File: src/sv/cva_pkg.sv
package cva_pkg;

    localparam int FIELD_W        = 16;
    localparam int DEF_STAGES     = 16;
    localparam int DEF_DATA_WIDTH = 16;
    localparam int GUARD_BITS     = 8;
    localparam int ANGLE_FRAC     = 24;
    localparam int OUT_FRAC       = 13;
    localparam int Z_W            = 28;
    localparam int TABLE_LEN      = 24;
    localparam int ITER_W         = 5;
    localparam int CFG_ADDR_W     = 3;
    localparam int CFG_DATA_W     = 32;
    localparam int REG_IDX_W      = CFG_ADDR_W - 2;
    localparam int RES_W          = Z_W - (ANGLE_FRAC - OUT_FRAC);

    localparam logic [ITER_W-1:0]    ITER_RESET          = ITER_W'(16);
    localparam logic [REG_IDX_W-1:0] REG_ITERATION_COUNT = '0;

    localparam logic signed [Z_W-1:0] PI_FINE    = 28'sd52707179;
    localparam logic signed [Z_W-1:0] ROUND_BIAS = Z_W'(1) <<< (ANGLE_FRAC - OUT_FRAC - 1);
    localparam logic signed [RES_W-1:0] PI_RES   = 17'sd25736;

    localparam logic signed [Z_W-1:0] ATAN_FINE [TABLE_LEN] = '{
        28'sd13176795, 28'sd7778716, 28'sd4110060, 28'sd2086331,
        28'sd1047214,  28'sd524117,  28'sd262123,  28'sd131069,
        28'sd65536,    28'sd32768,   28'sd16384,   28'sd8192,
        28'sd4096,     28'sd2048,    28'sd1024,    28'sd512,
        28'sd256,      28'sd128,     28'sd64,      28'sd32,
        28'sd16,       28'sd8,       28'sd4,       28'sd2
    };

    typedef struct packed {
        logic neg_x;
        logic neg_y;
    } cva_quad_t;

    function automatic int cva_val_width(input int data_width);
        return (data_width > FIELD_W) ? FIELD_W + 1 : data_width + 1;
    endfunction

    function automatic int cva_path_width(input int data_width);
        return cva_val_width(data_width) + GUARD_BITS + 2;
    endfunction

endpackage

File: src/sv/cva_prep.sv
module cva_prep #(
    parameter int DATA_WIDTH = cva_pkg::DEF_DATA_WIDTH,
    parameter int PATH_W     = cva_pkg::cva_path_width(cva_pkg::DEF_DATA_WIDTH)
) (
    input  logic                                 aclk,
    input  logic                                 aresetn,
    input  logic                                 in_valid,
    output logic                                 in_ready,
    input  logic [cva_pkg::FIELD_W-1:0]          in_x_coord,
    input  logic [cva_pkg::FIELD_W-1:0]          in_y_coord,
    output logic                                 out_valid,
    input  logic                                 out_ready,
    output logic signed [PATH_W-1:0]             out_x,
    output logic signed [PATH_W-1:0]             out_y,
    output cva_pkg::cva_quad_t                   out_quad
);
    import cva_pkg::*;

    localparam int VAL_W = cva_val_width(DATA_WIDTH);
    localparam int PAD_W = PATH_W - VAL_W - GUARD_BITS;

    logic signed [VAL_W-1:0]  x_val;
    logic signed [VAL_W-1:0]  y_val;
    logic signed [VAL_W-1:0]  x_abs;
    logic signed [VAL_W-1:0]  y_abs;
    logic signed [PATH_W-1:0] x_next;
    logic signed [PATH_W-1:0] y_next;
    cva_quad_t                quad_next;
    logic                     valid_reg;
    logic signed [PATH_W-1:0] x_reg;
    logic signed [PATH_W-1:0] y_reg;
    cva_quad_t                quad_reg;

    // When DATA_WIDTH is wider than the fields, they are read as plain unsigned values.
    generate
        if (DATA_WIDTH > FIELD_W) begin : g_wide
            assign x_val = {1'b0, in_x_coord};
            assign y_val = {1'b0, in_y_coord};
        end else begin : g_narrow
            assign x_val = {in_x_coord[DATA_WIDTH-1], in_x_coord[DATA_WIDTH-1:0]};
            assign y_val = {in_y_coord[DATA_WIDTH-1], in_y_coord[DATA_WIDTH-1:0]};
        end
    endgenerate

    always_comb begin
        quad_next.neg_x = x_val[VAL_W-1];
        quad_next.neg_y = y_val[VAL_W-1];
        x_abs = quad_next.neg_x ? -x_val : x_val;
        y_abs = quad_next.neg_x ? -y_val : y_val;
        x_next = {{PAD_W{x_abs[VAL_W-1]}}, x_abs, {GUARD_BITS{1'b0}}};
        y_next = {{PAD_W{y_abs[VAL_W-1]}}, y_abs, {GUARD_BITS{1'b0}}};
    end

    assign in_ready  = !valid_reg || out_ready;
    assign out_valid = valid_reg;
    assign out_x     = x_reg;
    assign out_y     = y_reg;
    assign out_quad  = quad_reg;

    always_ff @(posedge aclk) begin
        if (!aresetn) begin
            valid_reg <= 1'b0;
        end else if (in_ready) begin
            valid_reg <= in_valid;
        end
    end

    always_ff @(posedge aclk) begin
        if (in_valid && in_ready) begin
            x_reg    <= x_next;
            y_reg    <= y_next;
            quad_reg <= quad_next;
        end
    end

endmodule

File: src/sv/cva_stage.sv
module cva_stage #(
    parameter int PATH_W = cva_pkg::cva_path_width(cva_pkg::DEF_DATA_WIDTH),
    parameter int IDX    = 0
) (
    input  logic                              aclk,
    input  logic                              aresetn,
    input  logic                              active,
    input  logic                              in_valid,
    output logic                              in_ready,
    input  logic signed [PATH_W-1:0]          in_x,
    input  logic signed [PATH_W-1:0]          in_y,
    input  logic signed [cva_pkg::Z_W-1:0]    in_z,
    input  cva_pkg::cva_quad_t                in_quad,
    output logic                              out_valid,
    input  logic                              out_ready,
    output logic signed [PATH_W-1:0]          out_x,
    output logic signed [PATH_W-1:0]          out_y,
    output logic signed [cva_pkg::Z_W-1:0]    out_z,
    output cva_pkg::cva_quad_t                out_quad
);
    import cva_pkg::*;

    logic signed [PATH_W-1:0] sx;
    logic signed [PATH_W-1:0] sy;
    logic signed [PATH_W-1:0] x_next;
    logic signed [PATH_W-1:0] y_next;
    logic signed [Z_W-1:0]    z_next;
    logic                     valid_reg;
    logic signed [PATH_W-1:0] x_reg;
    logic signed [PATH_W-1:0] y_reg;
    logic signed [Z_W-1:0]    z_reg;
    cva_quad_t                quad_reg;

    always_comb begin
        sx = in_x >>> IDX;
        sy = in_y >>> IDX;
        x_next = in_x;
        y_next = in_y;
        z_next = in_z;
        if (active) begin
            if (!in_y[PATH_W-1]) begin
                x_next = in_x + sy;
                y_next = in_y - sx;
                z_next = in_z + ATAN_FINE[IDX];
            end else begin
                x_next = in_x - sy;
                y_next = in_y + sx;
                z_next = in_z - ATAN_FINE[IDX];
            end
        end
    end

    assign in_ready  = !valid_reg || out_ready;
    assign out_valid = valid_reg;
    assign out_x     = x_reg;
    assign out_y     = y_reg;
    assign out_z     = z_reg;
    assign out_quad  = quad_reg;

    always_ff @(posedge aclk) begin
        if (!aresetn) begin
            valid_reg <= 1'b0;
        end else if (in_ready) begin
            valid_reg <= in_valid;
        end
    end

    always_ff @(posedge aclk) begin
        if (in_valid && in_ready) begin
            x_reg    <= x_next;
            y_reg    <= y_next;
            z_reg    <= z_next;
            quad_reg <= in_quad;
        end
    end

endmodule

File: src/sv/cva_post.sv
module cva_post (
    input  logic                              aclk,
    input  logic                              aresetn,
    input  logic                              in_valid,
    output logic                              in_ready,
    input  logic signed [cva_pkg::Z_W-1:0]    in_z,
    input  cva_pkg::cva_quad_t                in_quad,
    output logic                              out_valid,
    input  logic                              out_ready,
    output logic [cva_pkg::FIELD_W-1:0]       out_angle
);
    import cva_pkg::*;

    logic signed [Z_W-1:0]     corr;
    logic signed [Z_W-1:0]     z_fix;
    logic signed [Z_W-1:0]     z_rnd;
    logic signed [RES_W-1:0]   res;
    logic signed [FIELD_W-1:0] angle_next;
    logic                      valid_reg;
    logic [FIELD_W-1:0]        angle_reg;

    // Items that were turned by 180 degrees get pi back, with the sign of y.
    always_comb begin
        corr = '0;
        if (in_quad.neg_x) begin
            corr = in_quad.neg_y ? -PI_FINE : PI_FINE;
        end
        z_fix = in_z + corr;
        z_rnd = z_fix + ROUND_BIAS;
        res   = z_rnd[Z_W-1:ANGLE_FRAC-OUT_FRAC];
        priority if (res > PI_RES) begin
            angle_next = FIELD_W'(PI_RES);
        end else if (res < -PI_RES) begin
            angle_next = FIELD_W'(-PI_RES);
        end else begin
            angle_next = res[FIELD_W-1:0];
        end
    end

    assign in_ready  = !valid_reg || out_ready;
    assign out_valid = valid_reg;
    assign out_angle = angle_reg;

    always_ff @(posedge aclk) begin
        if (!aresetn) begin
            valid_reg <= 1'b0;
        end else if (in_ready) begin
            valid_reg <= in_valid;
        end
    end

    always_ff @(posedge aclk) begin
        if (in_valid && in_ready) begin
            angle_reg <= angle_next;
        end
    end

endmodule

File: src/sv/cordic_vectoring_atan2.sv
// CORDIC vectoring atan2. Each item carries x_coord and y_coord (16-bit signed)
// and yields one angle, atan2(y, x) in radians as signed Q3.13, held to
// [-pi, pi] with pi = 25736. One item is accepted per clock unless the output
// stalls. Its stages: an input conditioning stage (180-degree turn for negative
// x and guard-bit scaling), one registered stage per built micro-rotation, and
// an output stage that restores pi, rounds and saturates. Register
// iteration_count (address 0, reset 16) sets how many micro-rotations act;
// values above STAGES act as STAGES, and it is to be written only while no item
// is in flight. Each stage holds its item when the next one is full, so empty
// stages still take new items while a result waits on the output.
module cordic_vectoring_atan2 #(
    parameter int STAGES     = cva_pkg::DEF_STAGES,
    parameter int DATA_WIDTH = cva_pkg::DEF_DATA_WIDTH
) (
    input  logic                                 aclk,
    input  logic                                 aresetn,
    input  logic                                 s_axis_tvalid,
    output logic                                 s_axis_tready,
    input  logic [2*cva_pkg::FIELD_W-1:0]        s_axis_tdata,  // x_coord, y_coord
    output logic                                 m_axis_tvalid,
    input  logic                                 m_axis_tready,
    output logic [cva_pkg::FIELD_W-1:0]          m_axis_tdata,  // angle
    input  logic                                 psel,
    input  logic                                 penable,
    input  logic                                 pwrite,
    input  logic [cva_pkg::CFG_ADDR_W-1:0]       paddr,
    input  logic [cva_pkg::CFG_DATA_W-1:0]       pwdata,
    output logic [cva_pkg::CFG_DATA_W-1:0]       prdata,
    output logic                                 pready
);
    import cva_pkg::*;

    localparam int PATH_W = cva_path_width(DATA_WIDTH);

    logic [ITER_W-1:0]        iter_reg;
    logic [ITER_W-1:0]        iter_next;
    logic                     cfg_wr;
    logic [REG_IDX_W-1:0]     reg_idx;

    logic [STAGES:0]          vld;
    logic [STAGES:0]          rdy;
    logic signed [PATH_W-1:0] xs [STAGES+1];
    logic signed [PATH_W-1:0] ys [STAGES+1];
    logic signed [Z_W-1:0]    zs [STAGES+1];
    cva_quad_t                qs [STAGES+1];
    logic signed [FIELD_W-1:0] angle_chk;

    assign reg_idx = paddr[CFG_ADDR_W-1:2];
    assign cfg_wr  = psel && penable && pwrite && pready
                     && (reg_idx == REG_ITERATION_COUNT);
    assign pready  = 1'b1;
    assign iter_next = pwdata[ITER_W-1:0];

    always_comb begin
        prdata = '0;
        if (reg_idx == REG_ITERATION_COUNT) begin
            prdata = CFG_DATA_W'(iter_reg);
        end
    end

    always_ff @(posedge aclk) begin
        if (!aresetn) begin
            iter_reg <= ITER_RESET;
        end else if (cfg_wr) begin
            iter_reg <= iter_next;
        end
    end

    cva_prep #(
        .DATA_WIDTH (DATA_WIDTH),
        .PATH_W     (PATH_W)
    ) u_prep (
        .aclk       (aclk),
        .aresetn    (aresetn),
        .in_valid   (s_axis_tvalid),
        .in_ready   (s_axis_tready),
        .in_x_coord (s_axis_tdata[FIELD_W-1:0]),
        .in_y_coord (s_axis_tdata[2*FIELD_W-1:FIELD_W]),
        .out_valid  (vld[0]),
        .out_ready  (rdy[0]),
        .out_x      (xs[0]),
        .out_y      (ys[0]),
        .out_quad   (qs[0])
    );

    assign zs[0] = '0;

    generate
        for (genvar i = 0; i < STAGES; i++) begin : g_stage
            logic active;

            assign active = iter_reg > ITER_W'(i);

            cva_stage #(
                .PATH_W (PATH_W),
                .IDX    (i)
            ) u_stage (
                .aclk      (aclk),
                .aresetn   (aresetn),
                .active    (active),
                .in_valid  (vld[i]),
                .in_ready  (rdy[i]),
                .in_x      (xs[i]),
                .in_y      (ys[i]),
                .in_z      (zs[i]),
                .in_quad   (qs[i]),
                .out_valid (vld[i+1]),
                .out_ready (rdy[i+1]),
                .out_x     (xs[i+1]),
                .out_y     (ys[i+1]),
                .out_z     (zs[i+1]),
                .out_quad  (qs[i+1])
            );
        end
    endgenerate

    cva_post u_post (
        .aclk      (aclk),
        .aresetn   (aresetn),
        .in_valid  (vld[STAGES]),
        .in_ready  (rdy[STAGES]),
        .in_z      (zs[STAGES]),
        .in_quad   (qs[STAGES]),
        .out_valid (m_axis_tvalid),
        .out_ready (m_axis_tready),
        .out_angle (m_axis_tdata)
    );

    assign angle_chk = m_axis_tdata;

    // The input side can only be held off when the output holds a waiting item.
    a_stall_needs_full_output: assert property (@(posedge aclk) disable iff (!aresetn)
        !s_axis_tready |-> (m_axis_tvalid && !m_axis_tready))
        else $error("input stalled while output stage could move");

    a_angle_in_range: assert property (@(posedge aclk) disable iff (!aresetn)
        m_axis_tvalid |-> ((angle_chk <= FIELD_W'(PI_RES)) && (angle_chk >= FIELD_W'(-PI_RES))))
        else $error("angle outside of [-pi, pi]");

    a_cfg_write_lands: assert property (@(posedge aclk) disable iff (!aresetn)
        cfg_wr |=> (iter_reg == $past(iter_next)))
        else $error("iteration_count write not taken");

    a_empty_pipe_quiet: assert property (@(posedge aclk) disable iff (!aresetn)
        (vld == '0) && !s_axis_tvalid |=> (vld[0] == 1'b0))
        else $error("item appeared in an empty pipeline");

endmodule

File: config.mk
export PLATFORM = sky130hd
export DESIGN_NAME = cordic_vectoring_atan2
export DESIGN_NICKNAME = d
export VERILOG_FILES = /design/src/sv/cva_pkg.sv /design/src/sv/cva_prep.sv /design/src/sv/cva_stage.sv /design/src/sv/cva_post.sv /design/src/sv/cordic_vectoring_atan2.sv
export SDC_FILE = /design/constraint.sdc
export NUM_CORES = 2
export LEC_CHECK = 0
export ABC_CLOCK_PERIOD_IN_PS = 8740
export BUFFER_PORTS_ARGS = -buffer_cell sky130_fd_sc_hd__buf_2
export CORE_UTILIZATION = 26
export DETAILED_ROUTE_END_ITERATION = 16
export MAX_ROUTING_LAYER = met4
export SLEW_MARGIN = 10
export SYNTH_ARGS = -nofsm -noshare
export SYNTH_HDL_FRONTEND = slang
export SYNTH_SLANG_ARGS = --single-unit
export TNS_END_PERCENT = 10
File: constraint.sdc
create_clock -name aclk -period 8.74 [get_ports aclk]
set_input_delay 0.437 -clock aclk [delete_from_list [all_inputs] [get_ports aclk]]
set_output_delay 0.437 -clock aclk [all_outputs]
set_load 0.005 [all_outputs]
Yosys cells after proc, flatten, opt, wreduce, memory -nomap -nowiden --
Cells that the tools add are included. W data, S select, Z words.
Cells by class: reduce and logical (&&, ||, !) cells 58, multiplexer cells 95, magnitude comparators 18, add/sub/neg operators 91, bitwise gates (word level) 1
Operators by type and width (number):
- $mux W27 | 58
- $mux W28 | 33
- $add A28 B12 Y28 const B | 2
- $add A28 B18 Y28 const B | 2
- $sub A28 B18 Y28 const B | 2
- $add A27 B14 Y27 | 2
- $add A27 B15 Y27 | 2
- $add A27 B16 Y27 | 2
- $add A27 B17 Y27 | 2
- $add A27 B18 Y27 | 2
- $add A27 B19 Y27 | 2
- $add A27 B20 Y27 | 2
- $add A27 B21 Y27 | 2
- $add A27 B22 Y27 | 2
- $add A27 B23 Y27 | 2
- $add A27 B24 Y27 | 2
- $add A27 B25 Y27 | 2
- $add A27 B26 Y27 | 2
- $sub A27 B14 Y27 | 2
- $sub A27 B15 Y27 | 2
- $sub A27 B16 Y27 | 2
- $sub A27 B17 Y27 | 2
- $sub A27 B18 Y27 | 2
- $sub A27 B19 Y27 | 2
- 52 further kinds | 128
Word-level totals: input port bits 74, bits in registers 1338, word-level logic and storage cells 368, output and inout bits 51

Depth between registers and ports, before layout --
depth in word-level cells 20, gate-level depth with buffers 22, gate-level depth less buffers 22

Modules after synthesis --
A second synthesis with hierarchy kept.
Second synthesis, totals: cell total of the unflattened synthesis 14378, area, all modules 133329.1 um^2
By module, submodules not included:
- cva_stage at g_stage[0].u_stage | times used 1, area each 9268.9 um^2, cells an instance 1089, sequential area each 2542.4 um^2
- cva_stage at g_stage[3].u_stage | times used 1, area each 8742.1 um^2, cells an instance 990, sequential area each 2542.4 um^2
- cva_stage at g_stage[6].u_stage | times used 1, area each 8552.0 um^2, cells an instance 944, sequential area each 2542.4 um^2
- cva_stage at g_stage[1].u_stage | times used 1, area each 8504.4 um^2, cells an instance 922, sequential area each 2542.4 um^2
- cva_stage at g_stage[5].u_stage | times used 1, area each 8416.8 um^2, cells an instance 921, sequential area each 2542.4 um^2
- cva_stage at g_stage[7].u_stage | times used 1, area each 8396.8 um^2, cells an instance 926, sequential area each 2542.4 um^2
- cva_stage at g_stage[2].u_stage | times used 1, area each 8315.5 um^2, cells an instance 901, sequential area each 2542.4 um^2
- cva_stage at g_stage[4].u_stage | times used 1, area each 8166.6 um^2, cells an instance 884, sequential area each 2542.4 um^2
- cva_stage at g_stage[13].u_stage | times used 1, area each 7582.3 um^2, cells an instance 804, sequential area each 2542.4 um^2
- cva_stage at g_stage[9].u_stage | times used 1, area each 7549.7 um^2, cells an instance 812, sequential area each 2542.4 um^2
- cva_stage at g_stage[15].u_stage | times used 1, area each 7538.5 um^2, cells an instance 783, sequential area each 2542.4 um^2
- cva_stage at g_stage[8].u_stage | times used 1, area each 7499.7 um^2, cells an instance 769, sequential area each 2542.4 um^2
- cva_stage at g_stage[12].u_stage | times used 1, area each 7492.2 um^2, cells an instance 788, sequential area each 2542.4 um^2
- cva_stage at g_stage[14].u_stage | times used 1, area each 7472.2 um^2, cells an instance 790, sequential area each 2542.4 um^2
- 5 more rows

Worst setup path before layout --
No wires, ideal clock.
path type input to register, start input m_axis_tready, end register g_stage[3].u_stage.quad_reg (netlist bit g_stage[3].u_stage.out_quad[0]) (enable), stages 9, setup slack 570 ps, data required time 8100 ps, arrival time 7530 ps, path buffers 0, setup time 640 ps, cell sequence nor2b_1 and3_1 and3_1 and2_0 nand3_1 nor2_1 and3_1 and2_0 a21boi_0
Between the ends: cells in the longest elaborated chain, start to end 15
Ends and longest elaborated chain:
- from (decl) | RTL line cordic_vectoring_atan2.sv:21 | input logic m_axis_tready,
- $logic_or A1 B1 Y1 | RTL line cva_post.sv:40 | assign in_ready = !valid_reg || out_ready;
- $logic_or A1 B1 Y1 (13 in a row) | RTL line cva_stage.sv:53 | assign in_ready = !valid_reg || out_ready;
- $logic_and A1 B1 Y1 | RTL line cva_stage.sv:69 | if (in_valid && in_ready) begin
- to (signal assigned) | RTL line cva_stage.sv:73 | quad_reg <= in_quad;
- to (decl) | RTL line cva_stage.sv:32 | cva_quad_t quad_reg;
No other way between the ends. A chain may end at the register's enable or synchronous reset.

Final worst setup path --
start register g_stage[10].u_stage.y_reg[26], end register g_stage[11].u_stage.y_reg[25], data pin
Between the ends: cells in the longest elaborated chain, start to end 2
Ends and longest elaborated chain:
- from (decl) | RTL line cva_stage.sv:30 | logic signed [PATH_W-1:0] y_reg;
- from (signal assigned) | RTL line cva_stage.sv:71 | y_reg <= y_next;
- $mux W27 | RTL line cva_stage.sv:41 | if (!in_y[PATH_W-1]) begin
- $mux W27 | RTL line cva_stage.sv:40 | if (active) begin
- named net g_stage[11].u_stage.y_next[25] | RTL line cva_stage.sv:26 | logic signed [PATH_W-1:0] y_next;
- to (signal assigned) | RTL line cva_stage.sv:71
- to (decl) | RTL line cva_stage.sv:30
The timed path passes the listed nets, and every way through them passes these cells.

==> reports/qor.txt <==
Clock transition at path regs: 0.06 ns
Top FF cell, synth: edfxtp_1
Critical path data arrival time: 6.15 ns
First-pass GRT wire length: 404,300 µm
Crit path max fanout: 28
Max-cap violations: 0
Cts bufs inserted: 145
Most area-consuming cells after synthesis: edfxtp_1 (35%), ha_1 (13%), a21oi_1 (6.0%), xnor2_1 (5.8%), xor2_1 (5.2%)
Critical path cell sequence: buf_4 -> mux2_2 -> ha_1 -> a211oi_1 -> o21bai_1 -> a21oi_1 -> o211a_1 -> o31ai_1 -> o31ai_1 -> a31oi_1 -> a41o_1 -> o311ai_0 -> nand2_1 -> xnor2_1 -> a21oi_1
Iteration-0 DRC Markers: 5,096
FF-to-FF End: g_stage[11].u_stage.out_y[25]
Required @ worst endpoint: 9.22 ns
Synth unique cells: 108
Clock Skew: 0.07472 ns
Headroom to the max-slew limit: 16.63%
Flops & latches, synth: 1,227
Clock power share: 40.3%
Switching power: 3.847 mW
Synth Area per Inst: 8.985 µm²
I/O pin count: 125
Clock Tree Buf Depth: 4
Least-Margin Pin Slew: 1.241 ns
Leak: 43.57 nW
Largest net degree at the start of global routing: 104
Die H: 630.3 µm
DRT antenna net count: 0
RSZ-0062 raised after global routing: false
Sw frac: 25.75%
Dpl hpwl: 196,900 µm
Comb pwr share: 14.2%
Sequential share of power: 45.4%
Final setup viols: 0
Gpl congestion: 0.9300
Hold EP: iter_reg[3]
Vias per inst: 4.809
VDD IR max: 134.5 µV
Final min period: 5.668 ns
GRT Total Usage: 12.67%
Via count: 80,527
DRT Pass-1 Iters: 7
TNS Setup: 0 ns
Avg WL per Cell: 15.17 µm
R2R Setup Slk: 3.07 ns
Clk root buf: clkbuf_16
Initial antenna violation count: 2
Layout area overhead: 11.08%
Die area: 397,300 µm²
Critical path origin: g_stage[10].u_stage.out_y[26]
Number of flip-flops in the largest register: 423
Worst hold start: pwdata[3]
Row cnt: 230
Worst r2r path cells: 15
Overflow after GRT: 0
Final Hold Viols: 0
Cell count after synthesis: 11,423
Number of synthesized flops with an enable pin: 1,204
Share of layout cells above drive strength 1: 4.911%
Die Wd: 630.3 µm
Top cell type's share of synthesized area: 35.22%
Final slew viol count: 0
Seq/Total Area, Yosys: 35.67%
Synthesized area: 102,600 µm²
Internal power: 11.10 mW
H-tree levels: 4
TritonCTS clock tree: yes
R2R Path Start: g_stage[10].u_stage.out_y[26]
Initial core utilization: 26.13%
Crit Path Class: reg -> reg
Tcrit/Tclk final: 64.86%
Worst Hold Class: in -> reg
DRT Wirelength: 254,000 µm
DRC Markers: 0
Pwr per Cell Area: 131.1 nW/µm²
Insertion delay of the later-clocked pin in the worst-skew pair: 0.84 ns
Critical Path Max Stage Delay: 1.09 ns
Register Area: 36,620 µm²
Final Net Count: 12,580
Clk sink count: 1,227
Area of the multi-input gates: 63,300 µm²
Largest area contributor in the netlist: edfxtp_1
FFs w/ async S/R, synth: 0%
Hold path cells: 3
Crit-path slowest cell: edfxtp_1
Fillers: 41,187
Yosys warning total: 0
Vias in the first global route: 76,557
Core ar.: 392,800 µm²
Final Core Density: 29.02%
I/O Buffers: 67
Hold Slack: 0.01645 ns
Crit. End Element: register
Critical path launch point type: register
Max Fclk: 0.1764 GHz
Outcome: complete, no violations
## synthesized netlist by cell type, types with 25 or more instances
cell / instances
nor2_1: 1261
a21oi_1: 1236
edfxtp_1: 1204
ha_1: 1040
nand2_1: 1018
o21ai_0: 818
xnor2_1: 675
xor2_1: 615
inv_1: 434
nor3_1: 318
clkbuf_1: 283
a21o_1: 262
nand3_1: 167
nand2b_1: 162
nor2b_1: 161
o31ai_1: 123
o21a_1: 122
a31oi_1: 120
and3_1: 112
o21bai_1: 107
or3_1: 96
a211oi_1: 87
and2_1: 76
nor4_1: 67
mux2_2: 59
or2_2: 45
fa_1: 43
o211ai_1: 43
a21boi_0: 42
buf_1: 41
o41ai_1: 39
or4_1: 34
mux2i_1: 33
nor3b_1: 29
a211o_1: 28
buf_4: 28
nand4_1: 25
## cell type report
| cell class | instances | share of cell area (%) |
|---|---|---|
| Tap cell | 5220 | 5.729 |
| Clock buffer | 175 | 3.383 |
| Multi-Input combinational cell | 9429 | 55.52 |
| Sequential cell | 1227 | 32.12 |
| Timing Repair Buffer | 182 | 1.148 |
| Inverter | 438 | 1.442 |
| Antenna cell | 2 | 0.004390 |
| Clock inverter | 73 | 0.6563 |
## worst max path at each step
stage,endpoint,cells past startpoint
5_1_grt,g_stage[11].u_stage.out_y[25],15
2_1_floorplan,g_stage[3].u_stage.out_quad[0],9
6_report,g_stage[11].u_stage.out_y[25],15
3_3_place_gp,g_stage[13].u_stage.out_x[26],16
3_5_place_dp,g_stage[11].u_stage.out_y[25],15
4_1_cts,g_stage[11].u_stage.out_y[25],15
## power by group through the flow
stage	logic (mW)	clock network [mW]	registers (mW)
after CTS	2.13	6.21	6.79
final	2.13	6.02	6.79
after detailed placement	2.10	0	6.91
after floorplan	1.65	0	6.85
after global routing	2.39	6.41	6.80
after global placement	2.09	0	6.91
## cell usage in the layout, fill, tap and decap left out, types with 28 or more instances in the layout
cell | Yosys | layout
a211oi_1 | 87 | 87
xnor2_1 | 675 | 675
a21boi_0 | 42 | 37
o31ai_1 | 123 | 123
nor3_1 | 318 | 318
and2_1 | 76 | 73
a21o_1 | 262 | 260
conb_1 | 2 | 29
or3_1 | 96 | 95
nor3b_1 | 29 | 29
nand3_1 | 167 | 167
edfxtp_1 | 1204 | 1204
and3_1 | 112 | 112
or4_1 | 34 | 34
nor4_1 | 67 | 67
o21bai_1 | 107 | 107
nor2b_1 | 161 | 151
buf_2 | 2 | 67
a31oi_1 | 120 | 116
inv_1 | 434 | 434
o21a_1 | 122 | 122
a21oi_1 | 1236 | 1230
nor2_1 | 1261 | 1257
nand2b_1 | 162 | 162
fa_1 | 43 | 43
o211ai_1 | 43 | 43
o41ai_1 | 39 | 39
nand2_1 | 1018 | 1012
dlygate4sd3_1 | 0 | 36
or2_2 | 45 | 45
o21ai_0 | 818 | 818
buf_4 | 28 | 78
mux2i_1 | 33 | 33
clkbuf_16 | 0 | 150
a211o_1 | 28 | 28
ha_1 | 1040 | 1040
mux2_2 | 59 | 59
xor2_1 | 615 | 615
## layer usage
| layer | wire length [µm] | up-vias | global-route usage, % |
|---|---|---|---|
| met5 | 0 | - | - |
| met4 | 12010 | 0 | 5.313 |
| met3 | 8003 | 472 | 1.270 |
| met2 | 119900 | 1340 | 21.52 |
| met1 | 114100 | 37226 | 15.30 |
| li1 | - | 41489 | - |
## repair_timing
| item | 4_1_cts | 5_1_grt |
|---|---|---|
| hold buffers | 36 | 0 |
| endpoints found under the hold margin | 37 | 0 |
| gates resized for setup | 0 | 0 |
| buffers inserted | 0 | 0 |
| endpoints found under the setup margin | 0 | 0 |
## worst max-delay path, delay by kind of cell (launching register included)
| family | cells | cell delay, ns |
|---|---|---|
| buffers and inverters | 1 | 0.46 |
| adders and majority gates | 1 | 0.30 |
| xor gates and xnor gates | 1 | 0.31 |
| muxes | 1 | 0.42 |
| DFF | 1 | 1.09 |
| and+or+nand+nor | 1 | 0.11 |
| AOI/OAI and AO/OA | 10 | 2.62 |
## through the flow
stage                     cell area, µm²  total power [mW]  worst slack, ns  instances
final                             114000             14.94            3.072      16746
after global routing              114000             15.60            2.674      16744
after CTS                         114000             15.13            3.128      16743
after detailed placement          109000             9.013            3.216      16459
after global placement            109000             9.002            3.242      16459
after floorplan                   102700             8.497           0.5699      11450
## logic make-up after synthesis
| kind of cell | Yosys count | synth area share (%) |
|---|---|---|
| flip-flops | 1227 | 35.67 |
| AO/OA/AOI/OAI | 3283 | 19.41 |
| multiplexers | 92 | 0.9691 |
| XOR/XNOR | 1291 | 11.02 |
| other | 2 | 0.007317 |
| AND/OR/NAND/NOR | 3651 | 16.35 |
| adder cells (fa/ha/maj) | 1083 | 13.52 |
| buffers and inverters | 794 | 3.044 |
(Power assumes the default switching activity.)
